## src/rtl/core/aabbct_pkg.sv

```systemverilog
// Shared types, codes and the rectangle overlap test of the AABB collision table.
`default_nettype none
package aabbct_pkg;

  typedef enum logic [2:0] {
    CMD_ADD   = 3'd0,
    CMD_ERASE = 3'd1,
    CMD_EMAP  = 3'd2,
    CMD_MASK  = 3'd3,
    CMD_SCAN  = 3'd4,
    CMD_QUERY = 3'd5
  } cmd_e;

  localparam logic [1:0] STAT_OK    = 2'd0;
  localparam logic [1:0] STAT_FULL  = 2'd1;
  localparam logic [1:0] STAT_EMPTY = 2'd2;

  // one table entry as stored in the entry memory
  typedef struct packed {
    logic        listen;
    logic [3:0]  kind;
    logic [14:0] h;
    logic [14:0] w;
    logic [15:0] y;
    logic [15:0] x;
  } ent_t;

  // one result word
  typedef struct packed {
    logic [1:0] status;
    logic [2:0] aslot;
    logic       pv;
    logic [2:0] ns;
    logic [2:0] ps;
    logic       found;
    logic       last;
  } res_t;

  // touching edges count as overlap
  function automatic logic overlap(input ent_t a, input ent_t b);
    logic signed [17:0] ax, ay, bx, by, axr, ayb, bxr, byb;
    ax  = 18'($signed(a.x));
    ay  = 18'($signed(a.y));
    bx  = 18'($signed(b.x));
    by  = 18'($signed(b.y));
    axr = ax + $signed({3'b000, a.w});
    ayb = ay + $signed({3'b000, a.h});
    bxr = bx + $signed({3'b000, b.w});
    byb = by + $signed({3'b000, b.h});
    return !((bx > axr) || (bxr < ax) || (by > ayb) || (byb < ay));
  endfunction

endpackage
`default_nettype wire

```

## src/rtl/core/aabb_collision_table.sv

```systemverilog
// AABB collision table: entry and mask memories with a command sequencer.
//
// Broad-phase collision table of up to SLOTS typed rectangles plus a KINDS x KINDS
// interaction mask. One command word goes in on s_axis (cmd in tuser). Each command
// answers with result words on m_axis, and the final one carries tlast. Add, erase slot
// and write mask bit load their single result word at the accept edge, so it shows in
// the next cycle. A valid mask write then passes through ST_MW to read-modify-write
// its row. Erase map also answers at accept, then sweeps the entry memory slot by slot
// through ST_EMRD and ST_EMCK. Query sweeps the same way through ST_QYRD and ST_QYCK
// and answers from ST_QYFN once the output can take the word.
// Scan walks every pair i<k of valid slots through the entry memory read port:
//  - a skipped outer or partner slot passes through ST_SCI or ST_SCK
//  - an outer entry loads through ST_SCI, ST_SCIM and ST_SCIL
//  - a visited pair passes ST_SCK, ST_SCKM and ST_SCKL, then emits its words in ST_SCE1
//  - the final word leaves from ST_SCI
// Reads through that one port pace the walk, and output stalls lengthen it. The mask
// memory needs no clearing pass: a row-valid flop per row makes unwritten rows read as
// zero.
`default_nettype none
module aabb_collision_table #(
  parameter int SLOTS = 8,
  parameter int KINDS = 16
) (
  input  wire logic        clk_i,
  input  wire logic        rst_ni,
  // pos_x[15:0] pos_y[31:16] width[46:32] height[61:47] kind[65:62] slot[68:66]
  // has_listener[69] other_kind[73:70] mask_value[74] match_any[75], zero pad
  input  wire logic [79:0] s_axis_tdata,
  input  wire logic [2:0]  s_axis_tuser,   // cmd[2:0]
  input  wire logic        s_axis_tvalid,
  output logic             s_axis_tready,
  // status[1:0] assigned_slot[4:2] notified_slot[7:5] partner_slot[10:8]
  // found[11], zero pad
  output logic [15:0]      m_axis_tdata,
  output logic             m_axis_tuser,   // pair_valid
  output logic             m_axis_tlast,
  output logic             m_axis_tvalid,
  input  wire logic        m_axis_tready,
  input  wire logic        cfg_valid_i,
  output logic             cfg_ready_o,
  input  wire logic [3:0]  cfg_data_i
);

  localparam int SW = $clog2(SLOTS);
  localparam int KW = $clog2(KINDS);
  localparam logic [SW-1:0] LAST_SLOT = SW'(SLOTS - 1);

  typedef enum logic [13:0] {
    ST_IDLE = 14'b00000000000001,
    ST_MW   = 14'b00000000000010,
    ST_EMRD = 14'b00000000000100,
    ST_EMCK = 14'b00000000001000,
    ST_QYRD = 14'b00000000010000,
    ST_QYCK = 14'b00000000100000,
    ST_QYFN = 14'b00000001000000,
    ST_SCI  = 14'b00000010000000,
    ST_SCIM = 14'b00000100000000,
    ST_SCIL = 14'b00001000000000,
    ST_SCK  = 14'b00010000000000,
    ST_SCKM = 14'b00100000000000,
    ST_SCKL = 14'b01000000000000,
    ST_SCE1 = 14'b10000000000000
  } state_e;
  // second emit and final word reuse extra flags rather than more states
  logic e2_q, e2_d, fin_q, fin_d;

  state_e state_q, state_d;

  // memories
  aabbct_pkg::ent_t ent_mem [SLOTS];
  logic [KINDS-1:0] mask_mem [KINDS];
  aabbct_pkg::ent_t ent_rd_q;
  logic [KINDS-1:0] mask_rd_q;
  logic             mrv_q;

  logic             ent_we;
  logic [SW-1:0]    ent_waddr, ent_raddr;
  aabbct_pkg::ent_t ent_wdata;
  logic             mask_we;
  logic [KW-1:0]    mask_waddr, mask_raddr;
  logic [KINDS-1:0] mask_wdata;

  // control state
  logic [SLOTS-1:0] valid_q, valid_d;
  logic [KINDS-1:0] mv_q, mv_d;          // mask row written since reset
  logic [3:0]       lim_cfg_q;
  logic             out_valid_q, out_valid_d;

  // payload
  aabbct_pkg::res_t res_q, res_d;
  logic [SW-1:0]    i_q, i_d, k_q, k_d;
  logic [3:0]       lim_q, lim_d;
  aabbct_pkg::ent_t q_q, q_d;            // query rectangle, or outer scan entry
  aabbct_pkg::ent_t ek_q, ek_d;
  logic             any_q, any_d, found_q, found_d;
  logic [KW-1:0]    mw_row_q, mw_row_d, mw_col_q, mw_col_d;
  logic             mw_val_q, mw_val_d;
  logic [KINDS-1:0] mi_q, mi_d;
  logic             p1_q, p1_d, p2_q, p2_d;

  // input fields
  logic [2:0]       in_cmd;
  aabbct_pkg::ent_t in_ent;
  logic [2:0]       in_slot;
  logic [3:0]       in_other;
  logic             in_mval, in_any;

  assign in_cmd          = s_axis_tuser;
  assign in_ent.x        = s_axis_tdata[15:0];
  assign in_ent.y        = s_axis_tdata[31:16];
  assign in_ent.w        = s_axis_tdata[46:32];
  assign in_ent.h        = s_axis_tdata[61:47];
  assign in_ent.kind     = s_axis_tdata[65:62];
  assign in_slot         = s_axis_tdata[68:66];
  assign in_ent.listen   = s_axis_tdata[69];
  assign in_other        = s_axis_tdata[73:70];
  assign in_mval         = s_axis_tdata[74];
  assign in_any          = s_axis_tdata[75];

  function automatic logic kind_ok(input logic [3:0] k);
    return {1'b0, k} < 5'(KINDS);
  endfunction

  logic             can_emit, s_hs;
  logic             free_any;
  logic [SW-1:0]    free_idx;
  logic [KINDS-1:0] mask_row;
  logic             emit_en;
  aabbct_pkg::res_t emit_res;

  assign can_emit      = !out_valid_q || m_axis_tready;
  assign s_axis_tready = (state_q == ST_IDLE) && can_emit;
  assign s_hs          = s_axis_tvalid && s_axis_tready;
  assign cfg_ready_o   = 1'b1;
  assign mask_row      = mrv_q ? mask_rd_q : '0;

  // lowest free slot
  always_comb begin
    free_any = 1'b0;
    free_idx = '0;
    for (int s = SLOTS - 1; s >= 0; s--) begin
      if (!valid_q[s]) begin
        free_any = 1'b1;
        free_idx = SW'(s);
      end
    end
  end

  always_comb begin
    state_d     = state_q;
    valid_d     = valid_q;
    mv_d        = mv_q;
    out_valid_d = out_valid_q && !m_axis_tready;
    res_d       = res_q;
    i_d = i_q;  k_d = k_q;  lim_d = lim_q;
    q_d = q_q;  ek_d = ek_q;  any_d = any_q;  found_d = found_q;
    mw_row_d = mw_row_q;  mw_col_d = mw_col_q;  mw_val_d = mw_val_q;
    mi_d = mi_q;  p1_d = p1_q;  p2_d = p2_q;  e2_d = e2_q;  fin_d = fin_q;
    ent_we = 1'b0;  ent_waddr = free_idx;  ent_wdata = in_ent;  ent_raddr = i_q;
    mask_we = 1'b0;  mask_waddr = mw_row_q;  mask_wdata = '0;
    mask_raddr = in_ent.kind[KW-1:0];
    emit_en  = 1'b0;
    emit_res = '0;
    emit_res.last = 1'b1;

    unique case (state_q)
      ST_IDLE: begin
        if (s_hs) begin
          unique case (in_cmd)
            aabbct_pkg::CMD_ADD: begin
              emit_en = 1'b1;
              if (free_any) begin
                ent_we            = 1'b1;
                valid_d[free_idx] = 1'b1;
                emit_res.aslot    = 3'(free_idx);
              end else begin
                emit_res.status = aabbct_pkg::STAT_FULL;
              end
            end
            aabbct_pkg::CMD_ERASE: begin
              emit_en = 1'b1;
              if ({1'b0, in_slot} < 4'(SLOTS) && valid_q[in_slot[SW-1:0]]) begin
                valid_d[in_slot[SW-1:0]] = 1'b0;
              end else begin
                emit_res.status = aabbct_pkg::STAT_EMPTY;
              end
            end
            aabbct_pkg::CMD_EMAP: begin
              emit_en = 1'b1;
              lim_d   = lim_cfg_q;
              i_d     = '0;
              state_d = ST_EMRD;
            end
            aabbct_pkg::CMD_MASK: begin
              emit_en = 1'b1;
              if (kind_ok(in_ent.kind) && kind_ok(in_other)) begin
                mw_row_d = in_ent.kind[KW-1:0];
                mw_col_d = in_other[KW-1:0];
                mw_val_d = in_mval;
                state_d  = ST_MW;
              end
            end
            aabbct_pkg::CMD_SCAN: begin
              i_d     = '0;
              fin_d   = 1'b0;
              state_d = ST_SCI;
            end
            aabbct_pkg::CMD_QUERY: begin
              q_d     = in_ent;
              any_d   = in_any;
              found_d = 1'b0;
              i_d     = '0;
              state_d = ST_QYRD;
            end
            default: emit_en = 1'b1;
          endcase
        end
      end
      ST_MW: begin
        mask_we              = 1'b1;
        mask_wdata           = mask_row;
        mask_wdata[mw_col_q] = mw_val_q;
        mv_d[mw_row_q]       = 1'b1;
        state_d              = ST_IDLE;
      end
      ST_EMRD: state_d = ST_EMCK;
      ST_EMCK: begin
        if (ent_rd_q.kind <= lim_q) valid_d[i_q] = 1'b0;
        if (i_q == LAST_SLOT) begin
          state_d = ST_IDLE;
        end else begin
          i_d     = i_q + 1'b1;
          state_d = ST_EMRD;
        end
      end
      ST_QYRD: state_d = ST_QYCK;
      ST_QYCK: begin
        if (valid_q[i_q] && (any_q || ent_rd_q.kind == q_q.kind) &&
            aabbct_pkg::overlap(q_q, ent_rd_q)) begin
          found_d = 1'b1;
        end
        if (i_q == LAST_SLOT) begin
          state_d = ST_QYFN;
        end else begin
          i_d     = i_q + 1'b1;
          state_d = ST_QYRD;
        end
      end
      ST_QYFN: begin
        if (can_emit) begin
          emit_en        = 1'b1;
          emit_res.found = found_q;
          state_d        = ST_IDLE;
        end
      end
      // outer slot: skip empty ones, the final slot has no partner left
      ST_SCI: begin
        if (fin_q || i_q == LAST_SLOT) begin
          if (can_emit) begin
            emit_en = 1'b1;
            state_d = ST_IDLE;
          end
        end else if (valid_q[i_q]) begin
          state_d = ST_SCIM;
        end else begin
          i_d = i_q + 1'b1;
        end
      end
      ST_SCIM: begin
        q_d        = ent_rd_q;
        mask_raddr = ent_rd_q.kind[KW-1:0];
        k_d        = i_q + 1'b1;
        state_d    = ST_SCIL;
      end
      ST_SCIL: begin
        mi_d    = kind_ok(q_q.kind) ? mask_row : '0;
        state_d = ST_SCK;
      end
      ST_SCK: begin
        ent_raddr = k_q;
        if (valid_q[k_q]) begin
          state_d = ST_SCKM;
        end else if (k_q == LAST_SLOT) begin
          i_d     = i_q + 1'b1;
          state_d = ST_SCI;
        end else begin
          k_d = k_q + 1'b1;
        end
      end
      ST_SCKM: begin
        ek_d       = ent_rd_q;
        mask_raddr = ent_rd_q.kind[KW-1:0];
        state_d    = ST_SCKL;
      end
      ST_SCKL: begin
        p1_d = aabbct_pkg::overlap(q_q, ek_q) && kind_ok(ek_q.kind) &&
               mi_q[ek_q.kind[KW-1:0]] && q_q.listen;
        p2_d = aabbct_pkg::overlap(q_q, ek_q) && kind_ok(ek_q.kind) &&
               kind_ok(q_q.kind) && mask_row[q_q.kind[KW-1:0]] && ek_q.listen;
        e2_d    = 1'b0;
        state_d = ST_SCE1;
      end
      ST_SCE1: begin
        if (!e2_q) begin
          // pair (i,k)
          if (!p1_q) begin
            e2_d = 1'b1;
          end else if (can_emit) begin
            emit_en     = 1'b1;
            emit_res.pv = 1'b1;
            emit_res.ns = 3'(i_q);
            emit_res.ps = 3'(k_q);
            emit_res.last = 1'b0;
            e2_d        = 1'b1;
          end
        end else if (!p2_q || can_emit) begin
          // pair (k,i), then next partner
          if (p2_q) begin
            emit_en     = 1'b1;
            emit_res.pv = 1'b1;
            emit_res.ns = 3'(k_q);
            emit_res.ps = 3'(i_q);
            emit_res.last = 1'b0;
          end
          if (k_q == LAST_SLOT) begin
            i_d     = i_q + 1'b1;
            state_d = ST_SCI;
          end else begin
            k_d     = k_q + 1'b1;
            state_d = ST_SCK;
          end
        end
      end
      default: state_d = ST_IDLE;
    endcase

    if (state_q == ST_SCI || state_q == ST_EMRD || state_q == ST_QYRD) ent_raddr = i_q;

    if (emit_en) begin
      res_d       = emit_res;
      out_valid_d = 1'b1;
    end
  end

  // memories: one write and one registered read per cycle each
  always_ff @(posedge clk_i) begin
    if (ent_we) ent_mem[ent_waddr] <= ent_wdata;
    ent_rd_q <= ent_mem[ent_raddr];
    if (mask_we) mask_mem[mask_waddr] <= mask_wdata;
    mask_rd_q <= mask_mem[mask_raddr];
  end

  always_ff @(posedge clk_i or negedge rst_ni) begin
    if (!rst_ni) begin
      state_q     <= ST_IDLE;
      valid_q     <= '0;
      mv_q        <= '0;
      mrv_q       <= 1'b0;
      lim_cfg_q   <= '0;
      out_valid_q <= 1'b0;
      e2_q        <= 1'b0;
      fin_q       <= 1'b0;
    end else begin
      state_q     <= state_d;
      valid_q     <= valid_d;
      mv_q        <= mv_d;
      mrv_q       <= mv_q[mask_raddr];
      out_valid_q <= out_valid_d;
      e2_q        <= e2_d;
      fin_q       <= fin_d;
      if (cfg_valid_i) lim_cfg_q <= cfg_data_i;
    end
  end

  always_ff @(posedge clk_i) begin
    res_q    <= res_d;
    i_q      <= i_d;
    k_q      <= k_d;
    lim_q    <= lim_d;
    q_q      <= q_d;
    ek_q     <= ek_d;
    any_q    <= any_d;
    found_q  <= found_d;
    mw_row_q <= mw_row_d;
    mw_col_q <= mw_col_d;
    mw_val_q <= mw_val_d;
    mi_q     <= mi_d;
    p1_q     <= p1_d;
    p2_q     <= p2_d;
  end

  assign m_axis_tvalid = out_valid_q;
  assign m_axis_tdata  = {4'b0000, res_q.found, res_q.ps, res_q.ns, res_q.aslot,
                          res_q.status};
  assign m_axis_tuser  = res_q.pv;
  assign m_axis_tlast  = res_q.last;

  // a pair word never names one slot twice and never closes a command
  a_pair_distinct: assert property (@(posedge clk_i) disable iff (!rst_ni)
    (m_axis_tvalid && m_axis_tuser) |-> (res_q.ns != res_q.ps) && !m_axis_tlast)
    else $error("bad pair word");

  a_onehot: assert property (@(posedge clk_i) disable iff (!rst_ni)
    $onehot(state_q))
    else $error("state not one-hot");

  // a new word is never loaded over one that is still held back
  a_no_overwrite: assert property (@(posedge clk_i) disable iff (!rst_ni)
    (out_valid_q && !m_axis_tready) |=> $stable(res_q))
    else $error("result overwritten");

endmodule
`default_nettype wire
```

## config.mk

```make
export PLATFORM = sky130hd
export DESIGN_NAME = aabb_collision_table
export DESIGN_NICKNAME = d
export VERILOG_FILES = /design/src/rtl/core/aabbct_pkg.sv /design/src/rtl/core/aabb_collision_table.sv
export SDC_FILE = /design/constraint.sdc
export NUM_CORES = 1
export LEC_CHECK = 0
export ABC_AREA = 1
export BUFFER_PORTS_ARGS = -buffer_cell sky130_fd_sc_hd__buf_4
export CAP_MARGIN = 20
export CORE_MARGIN = 4
export CORE_UTILIZATION = 57
export DETAILED_ROUTE_END_ITERATION = 10
export MAX_ROUTING_LAYER = met4
export PLACE_DENSITY = 0.76
export SLEW_MARGIN = 20
export SYNTH_ARGS = -nofsm -noshare
export SYNTH_HDL_FRONTEND = slang
export SYNTH_SLANG_ARGS = --single-unit
```

## constraint.sdc

```tcl
create_clock -name clk_i -period 5.2 [get_ports clk_i]
set_clock_uncertainty 0.05 [all_clocks]
set_input_delay 0 -clock clk_i [delete_from_list [all_inputs] [get_ports clk_i]]
set_output_delay 0 -clock clk_i [all_outputs]
set_load 0.02 [all_outputs]
```

* Word level (Yosys, flattened, before mapping)
Memories as Yosys holds them, arrays and structs flattened. A register that Yosys moved wholly into a read port is not among the register bits.
Cells that the tools add are included.
** Cells by class
- Add/subtract/negate cells :: 8
- Reductions and logical operators :: 53
- Bitwise logic cells :: 6
- $lt $le $gt $ge :: 23
- Equal/unequal tests :: 39
- Mux-type cells :: 120
** Operators with widths (count)
- one-hot mux 14 bit (13 select lines) :: 1
- 2-to-1 mux 67 bit :: 2
- one-hot mux 67 bit (2 select lines) :: 1
- 2-to-1 mux 14 bit :: 8
- adder 16 x 16 -> 17 bit :: 6
- 2-to-1 mux 3 bit :: 24
- > comparator 16 x 17 -> 1 bit :: 4
- < comparator 17 x 16 -> 1 bit :: 4
- one-hot mux 14 bit (4 select lines) :: 1
- 2-to-1 mux 1 bit :: 48
- 2-to-1 mux 7 bit :: 6
- 2-to-1 mux 16 bit :: 2
- 2-to-1 mux 8 bit :: 4
- one-hot mux 8 bit (2 select lines) :: 2
- < comparator 4 x 5 -> 1 bit, second input constant :: 5
- != test 2 bit, second input constant :: 10
- bitwise AND 8 bit :: 2
- bitwise mux 16 bit :: 1
- < comparator 3 x 4 -> 1 bit, second input constant :: 4
- NOT 8 bit :: 2
- OR 16 bit :: 1
- one-hot mux 3 bit (5 select lines) :: 1
- equality test 14 x 1 -> 1 bit, second input constant :: 1
- equality test 14 x 10 -> 1 bit, second input constant :: 1
- other kinds (50) :: 108
** Storage, ports and cells
- Bits in registers :: 232
- Output and inout bits :: 21
- Input bits :: 92
- Memories kept :: 2
- RAM bits :: 792
** Memory list
- ent_mem :: depth 8, width 67, read ports 1, clocked after memory_dff 1, write ports 1, RTL line aabb_collision_table.sv:70 : aabbct_pkg::ent_t ent_mem [SLOTS];
- mask_mem :: depth 16, width 16, read ports 1, clocked after memory_dff 1, write ports 1, RTL line aabb_collision_table.sv:71 : logic [KINDS-1:0] mask_mem [KINDS];

* Depth between registers and ports, before layout
- Depth in word-level cells :: 17
- Depth in mapped cells :: 26
- Mapped depth without buffers :: 26

* Worst setup path after synthesis
No wires, ideal clock.
- Path kind :: register to register
- From :: register state_q[8]
- To :: memory ent_mem[1][0] (netlist bit), enable pin
- Period minus slack after synthesis :: 5.272 ns
- Required time :: 4.658 ns
- Buffers on the path :: 0
- Slack :: -0.072 ns
- Setup time :: 0.492 ns
- Arrival :: 4.730 ns
- Stages on the path, launching flop included :: 14
- Cells stage by stage :: dfrtp_1 nor2_1 nand2_1 nor2_2 nand2_1 nor2_4 inv_2 nor2_2 nand2_1 nor3_2 inv_1 nor2_1 inv_1 nor2_1
** Between the ends
- Cells in the longest elaborated chain, start to end :: 7
** Ends and longest elaborated chain
- start: declaration :: RTL line aabb_collision_table.sv:67 : state_e state_q, state_d;
- start signal: assignment :: RTL line aabb_collision_table.sv:364 : state_q <= state_d;
- equality test 14 x 1 -> 1 bit :: RTL line aabb_collision_table.sv:132 : assign s_axis_tready = (state_q == ST_IDLE) && can_emit;
- logical AND 1 bit :: RTL line aabb_collision_table.sv:132
- via s_axis_tready :: RTL line aabb_collision_table.sv:31 : output logic s_axis_tready,
- logical AND 1 bit :: RTL line aabb_collision_table.sv:133 : assign s_hs = s_axis_tvalid && s_axis_tready;
- 2-to-1 mux 1 bit :: RTL line aabb_collision_table.sv:168 : if (s_hs) begin
- 2-to-1 mux 1 bit :: RTL line aabb_collision_table.sv:166 : unique case (state_q)
- 2-to-1 mux 1 bit :: RTL line aabb_collision_table.sv:347 : if (ent_we) ent_mem[ent_waddr] <= ent_wdata;
- 2-to-1 mux 1 bit (not written as such) :: RTL line aabb_collision_table.sv:347
- end: declaration :: RTL line aabb_collision_table.sv:70
The timed path passes the listed nets, and every way through them passes these cells.

* Worst setup path after layout
- From :: register q_q[16] (netlist bit)
- To :: register found_q, enable pin
** Between the ends
- Cells in the longest elaborated chain, start to end :: 8
- Elaborated cells between the ends (all ways) :: 9
** Ends and longest elaborated chain
- start: declaration :: RTL line aabb_collision_table.sv:93 : aabbct_pkg::ent_t q_q, q_d;
- start signal: assignment :: RTL line aabb_collision_table.sv:380 : q_q <= q_d;
- adder 16 x 16 -> 17 bit :: RTL line aabbct_pkg.sv:47 : ayb = ay + $signed({3'b000, a.h});
- > comparator 16 x 17 -> 1 bit :: RTL line aabbct_pkg.sv:50 : return !((bx > axr) || (bxr < ax) || (by > ayb) || (byb < ay));
- logical OR 1 bit :: RTL line aabbct_pkg.sv:50
- logical OR 1 bit (*) :: RTL line aabbct_pkg.sv:50
- logical NOT 1 bit (*) :: RTL line aabbct_pkg.sv:50
- logical AND 1 bit (*) :: RTL line aabb_collision_table.sv:238 : if (valid_q[i_q] && (any_q || ent_rd_q.kind == q_q.kind) &&
- != test 2 bit (no line) (*)
- AND reduction 4 bit (no line) (*)
- end signal: assignment :: RTL line aabb_collision_table.sv:383 : found_q <= found_d;
- end: declaration :: RTL line aabb_collision_table.sv:95 : logic any_q, any_d, found_q, found_d;
Mark *: on every way between the ends. The rest lies on a longest branch, timed or not.
A chain may end at the register's enable or synchronous reset.

==> flow_summary.ini <==
[outcome]
status = finished, final reports clean

[routing]
vias = 34400
vias_per_cell = 5.94
drt_wl_total_um = 124000
drtIter0Drc = 3691
wl_per_cell_um = 21.3
drc = 0
first_pass_iters = 6
antenna_left = 0

[power_and_ir_drop]
ir_drop_v = 0.000521
p_leak_nw = 22.2
pwr_density_cell_nw_per_um2 = 568
fin_total_pwr_mw = 32.4

[die]
die_w_um = 305
die_h_um = 305
rows = 108
ios = 113
core-area_um2 = 87000
dieArea_um2 = 92800
start_util = 0.577

[final_layout]
drive_above_1_share = 0.122
multi_input_area_um2 = 16100
register_area_um2 = 32200
area_growth_pct = 13.9
instances_no_fill = 5791
fin_nets = 4854
n_fill_cell = 6247

[timing]
worst_pin_slew_ns = 1.30
timing.final.crit_share = 0.863
relSlewSlack = 0.135
max_clock_freq_mhz = 223
fin_crit_ns = 4.49
drv_slew = 0
finalHoldViolCount = 0
rsz0062_at_grt = false
setup_violations = 0

[global_routing]
grt_max_degree = 215
grt_pass1_wl_um = 193000
antenna_found_initial = 10
grt_pass1_vias = 33800
overflow = 0
grtUsageTotal = 0.271

[logic_synthesis]
synth.distinct_cells = 60
seq_area_frac_synth = 0.642
ys.flop_type = edfxtp_1
synth_compound_area_frac = 0.118
post-synth-top-count-cell = edfxtp_1
yosys.area_share.simple = 0.109
syn_area_per_cell_um2 = 11.6
yosys-top-cells-area = edfxtp_1, ha_1, nor2_1, nand2_1, o21ai_0
yosys.area_share.adder = 0.0588
synthArstFlopShare = 0.0407
synthCells = 4319
synth_xor_area_frac = 0.0150
yosysTopAreaCell = edfxtp_1
synth_top_family_by_area = compound AO/OA/AOI/OAI gates
yosysTopAreaCellShare = 0.586
synth_common_cells = edfxtp_1, nor2_1, nand2_1, o21ai_0, inv_1
synth_mux_area_frac = 0.0174
synth_area_um2 = 50200
yosys_warnings = 0
synth_edf_count = 979
ys_ff_latch = 1107

[clock_tree]
clock_latency_ns = 0.70
cts_setup_buffers = 0
htree_levels = 3
cts-root-buf = clkbuf_16
clkTransAtPathRegs_ns = 0.06
cts_resized = 0
clock_sinks = 1107
cts_buffer_depth = 3
tritoncts = built
cts_buffers = 110

[worst_setup_path]
startpoint = q_q[16]$_DFFE_PP_
worst_ep_arrival_time_ns = 4.84
r2r_cells = 25
worstSetupPathDepth = 25
path_max_fanout = 3
cpMaxStageDelayCell = edfxtp_1
worstPathRequired_ns = 5.55
max_stage_delay_ns = 0.42
critPathBufInv = 1
worstSetupPathType = flip-flop to flip-flop
reg2reg_from = q_q[16]$_DFFE_PP_
cp-start-kind = flip-flop
path_delay_family = compound AO/OA/AOI/OAI gates
path_common_cell = nand2_1
worst_setup_path_end_kind = flip-flop

[placement]
gp_congestion = 0.950
dp_hpwl_um = 76000
portBuffers = 103
place_inst = 5470

[min_path]
min_from = s_axis_tdata[70]
hold_class = input port to flip-flop
hold_depth = 2

[job]
maxCapViolations = 0
-- worst register-to-register path, cell delays in order (launching register included) --
cell and delay (ns):
edfxtp_1 0.42, ha_1 0.26, fa_1 0.41, a21oi_1 0.23, o21bai_1 0.16, nand2_1 0.09
nand2_1 0.08, a21oi_1 0.14, o21bai_1 0.11, nand2_1 0.07, nand2_1 0.06, a21oi_1 0.20
o21ai_0 0.17, xnor2_1 0.27, ha_1 0.31, a21oi_1 0.13, o21ai_0 0.08, nor2_1 0.15
nand3_1 0.09, nand2_1 0.06, inv_1 0.03, nor2_1 0.09, nand3_1 0.13, nor2_1 0.13
nand2_1 0.12, a21oi_1 0.16
-- logic make-up after synthesis --
group                      count (synthesis)
and+or+nand+nor                         1333
DFF                                     1107
AOI/OAI and AO/OA                        999
buffers and inverters                    482
adders and majority gates                232
xor gates and xnor gates                  86
muxes                                     78
other                                      2
-- layout make-up --
cell class                 instances  area share
clock inverter                    53     0.00994
multi-input combinational       2733       0.282
tap                             1155      0.0253
timing repair buffer             276      0.0439
inverter                         302      0.0202
antenna                            8    0.000350
sequential                      1107       0.563
clock buffer                     157      0.0552
-- final timing paths --
| kind | endpoint | slack, ns |
|---|---|---|
| worst max register to register | found_q$_DFFE_PP_ | 0.71 |
| max in group asynchronous | valid_q[2]$_DFFE_PN0P_ | 4.50 |
| worst min-delay path | mw_col_q[0]$_DFFE_PP_ | 0.03 |
| worst max-delay path | found_q$_DFFE_PP_ | 0.71 |
| worst min register to register | lim_q[1]$_DFFE_PP_ | 0.39 |
| min in group asynchronous | state_q[0]$_DFFE_PN1P_ | 0.33 |
-- layout by cell type, fill, tap and decap left out, types with 9 or more instances in the layout --
cell           synthesis  routed
a211oi_1              26      25
a21o_1                 9       9
a21oi_1              171     171
a31oi_1               11      11
buf_12                 0      13
buf_4                 18     160
bufinv_16              0       9
clkbuf_1              89      28
clkbuf_16              0     113
clkbuf_8               0      16
clkinv_1               0      12
clkinv_2               0      21
dfrtp_1               44      44
dfxtp_1               83      83
dlygate4sd3_1          0     102
edfxtp_1             979     979
ha_1                 226     226
inv_1                293     290
mux2_2                74      74
nand2_1              525     525
nand3_1              105     105
nand4_1               30      30
nor2_1               579     555
nor2_2                 5      21
nor2_4                 3      11
nor3_1                43      42
nor4_1                 9       9
o211ai_1              24      24
o21ai_0              373     373
o21ai_1               75      73
o21ai_2               62      62
o21bai_1               9       9
o221ai_1              50      50
o22ai_1              159     159
or2_2                 20      20
xnor2_1               33      33
xor2_1                53      53
-- metal layers --
layer	global-route usage	up-vias	routed length, um
li1	-	16000	-
met1	0.374	16600	51500
met2	0.424	1517	57900
met3	0.0430	238	11000
met4	0.0752	0	3180
met5	-	-	0
-- stage by stage --
stage	hold WS (ns)	setup WS, ns	TNS (ns)	util	cell area (um2)
floorplan	-0.346	-0.0719	-19.26	-	50200
global placement	0.00582	0.868	0	0.602	52300
detailed placement	0.0107	0.747	0	0.602	52300
CTS	0.00115	0.736	0	0.656	57100
global route	0.00572	0.353	0	0.657	57100
finish	0.0299	0.710	0	0.657	57100
-- timing repair --
action	in CTS	in global routing
hold buffers	102	1
endpoints found under the hold margin	698	1
endpoints found under the setup margin	0	0
-- registers in the layout, indices dropped and copies added (netlist names), 3 cells and up --
name,flops
ent_mem,536
state_q,14
ek_q,67
mi_q,16
mask_mem,256
k_q,3
mw_col_q,4
i_q,3
q_q,67
mv_q,16
valid_q,8
mask_rd_q,16
lim_q,4
mask_waddr,4
m_axis_tdata,12
ent_rd_q,67
lim_cfg_q,4
-- report_power, final --
part | switching [mW] | internal (mW) | total [mW] | leakage [nW]
Sequential | 0.745 | 10.7 | 11.4 | 10.7
Clock | 3.37 | 4.68 | 8.05 | 1.81
Combinational | 8.19 | 4.78 | 13.0 | 9.64
Total | 12.3 | 20.1 | 32.4 | 22.2
No activity file was read; power rests on OpenSTA's default activity.
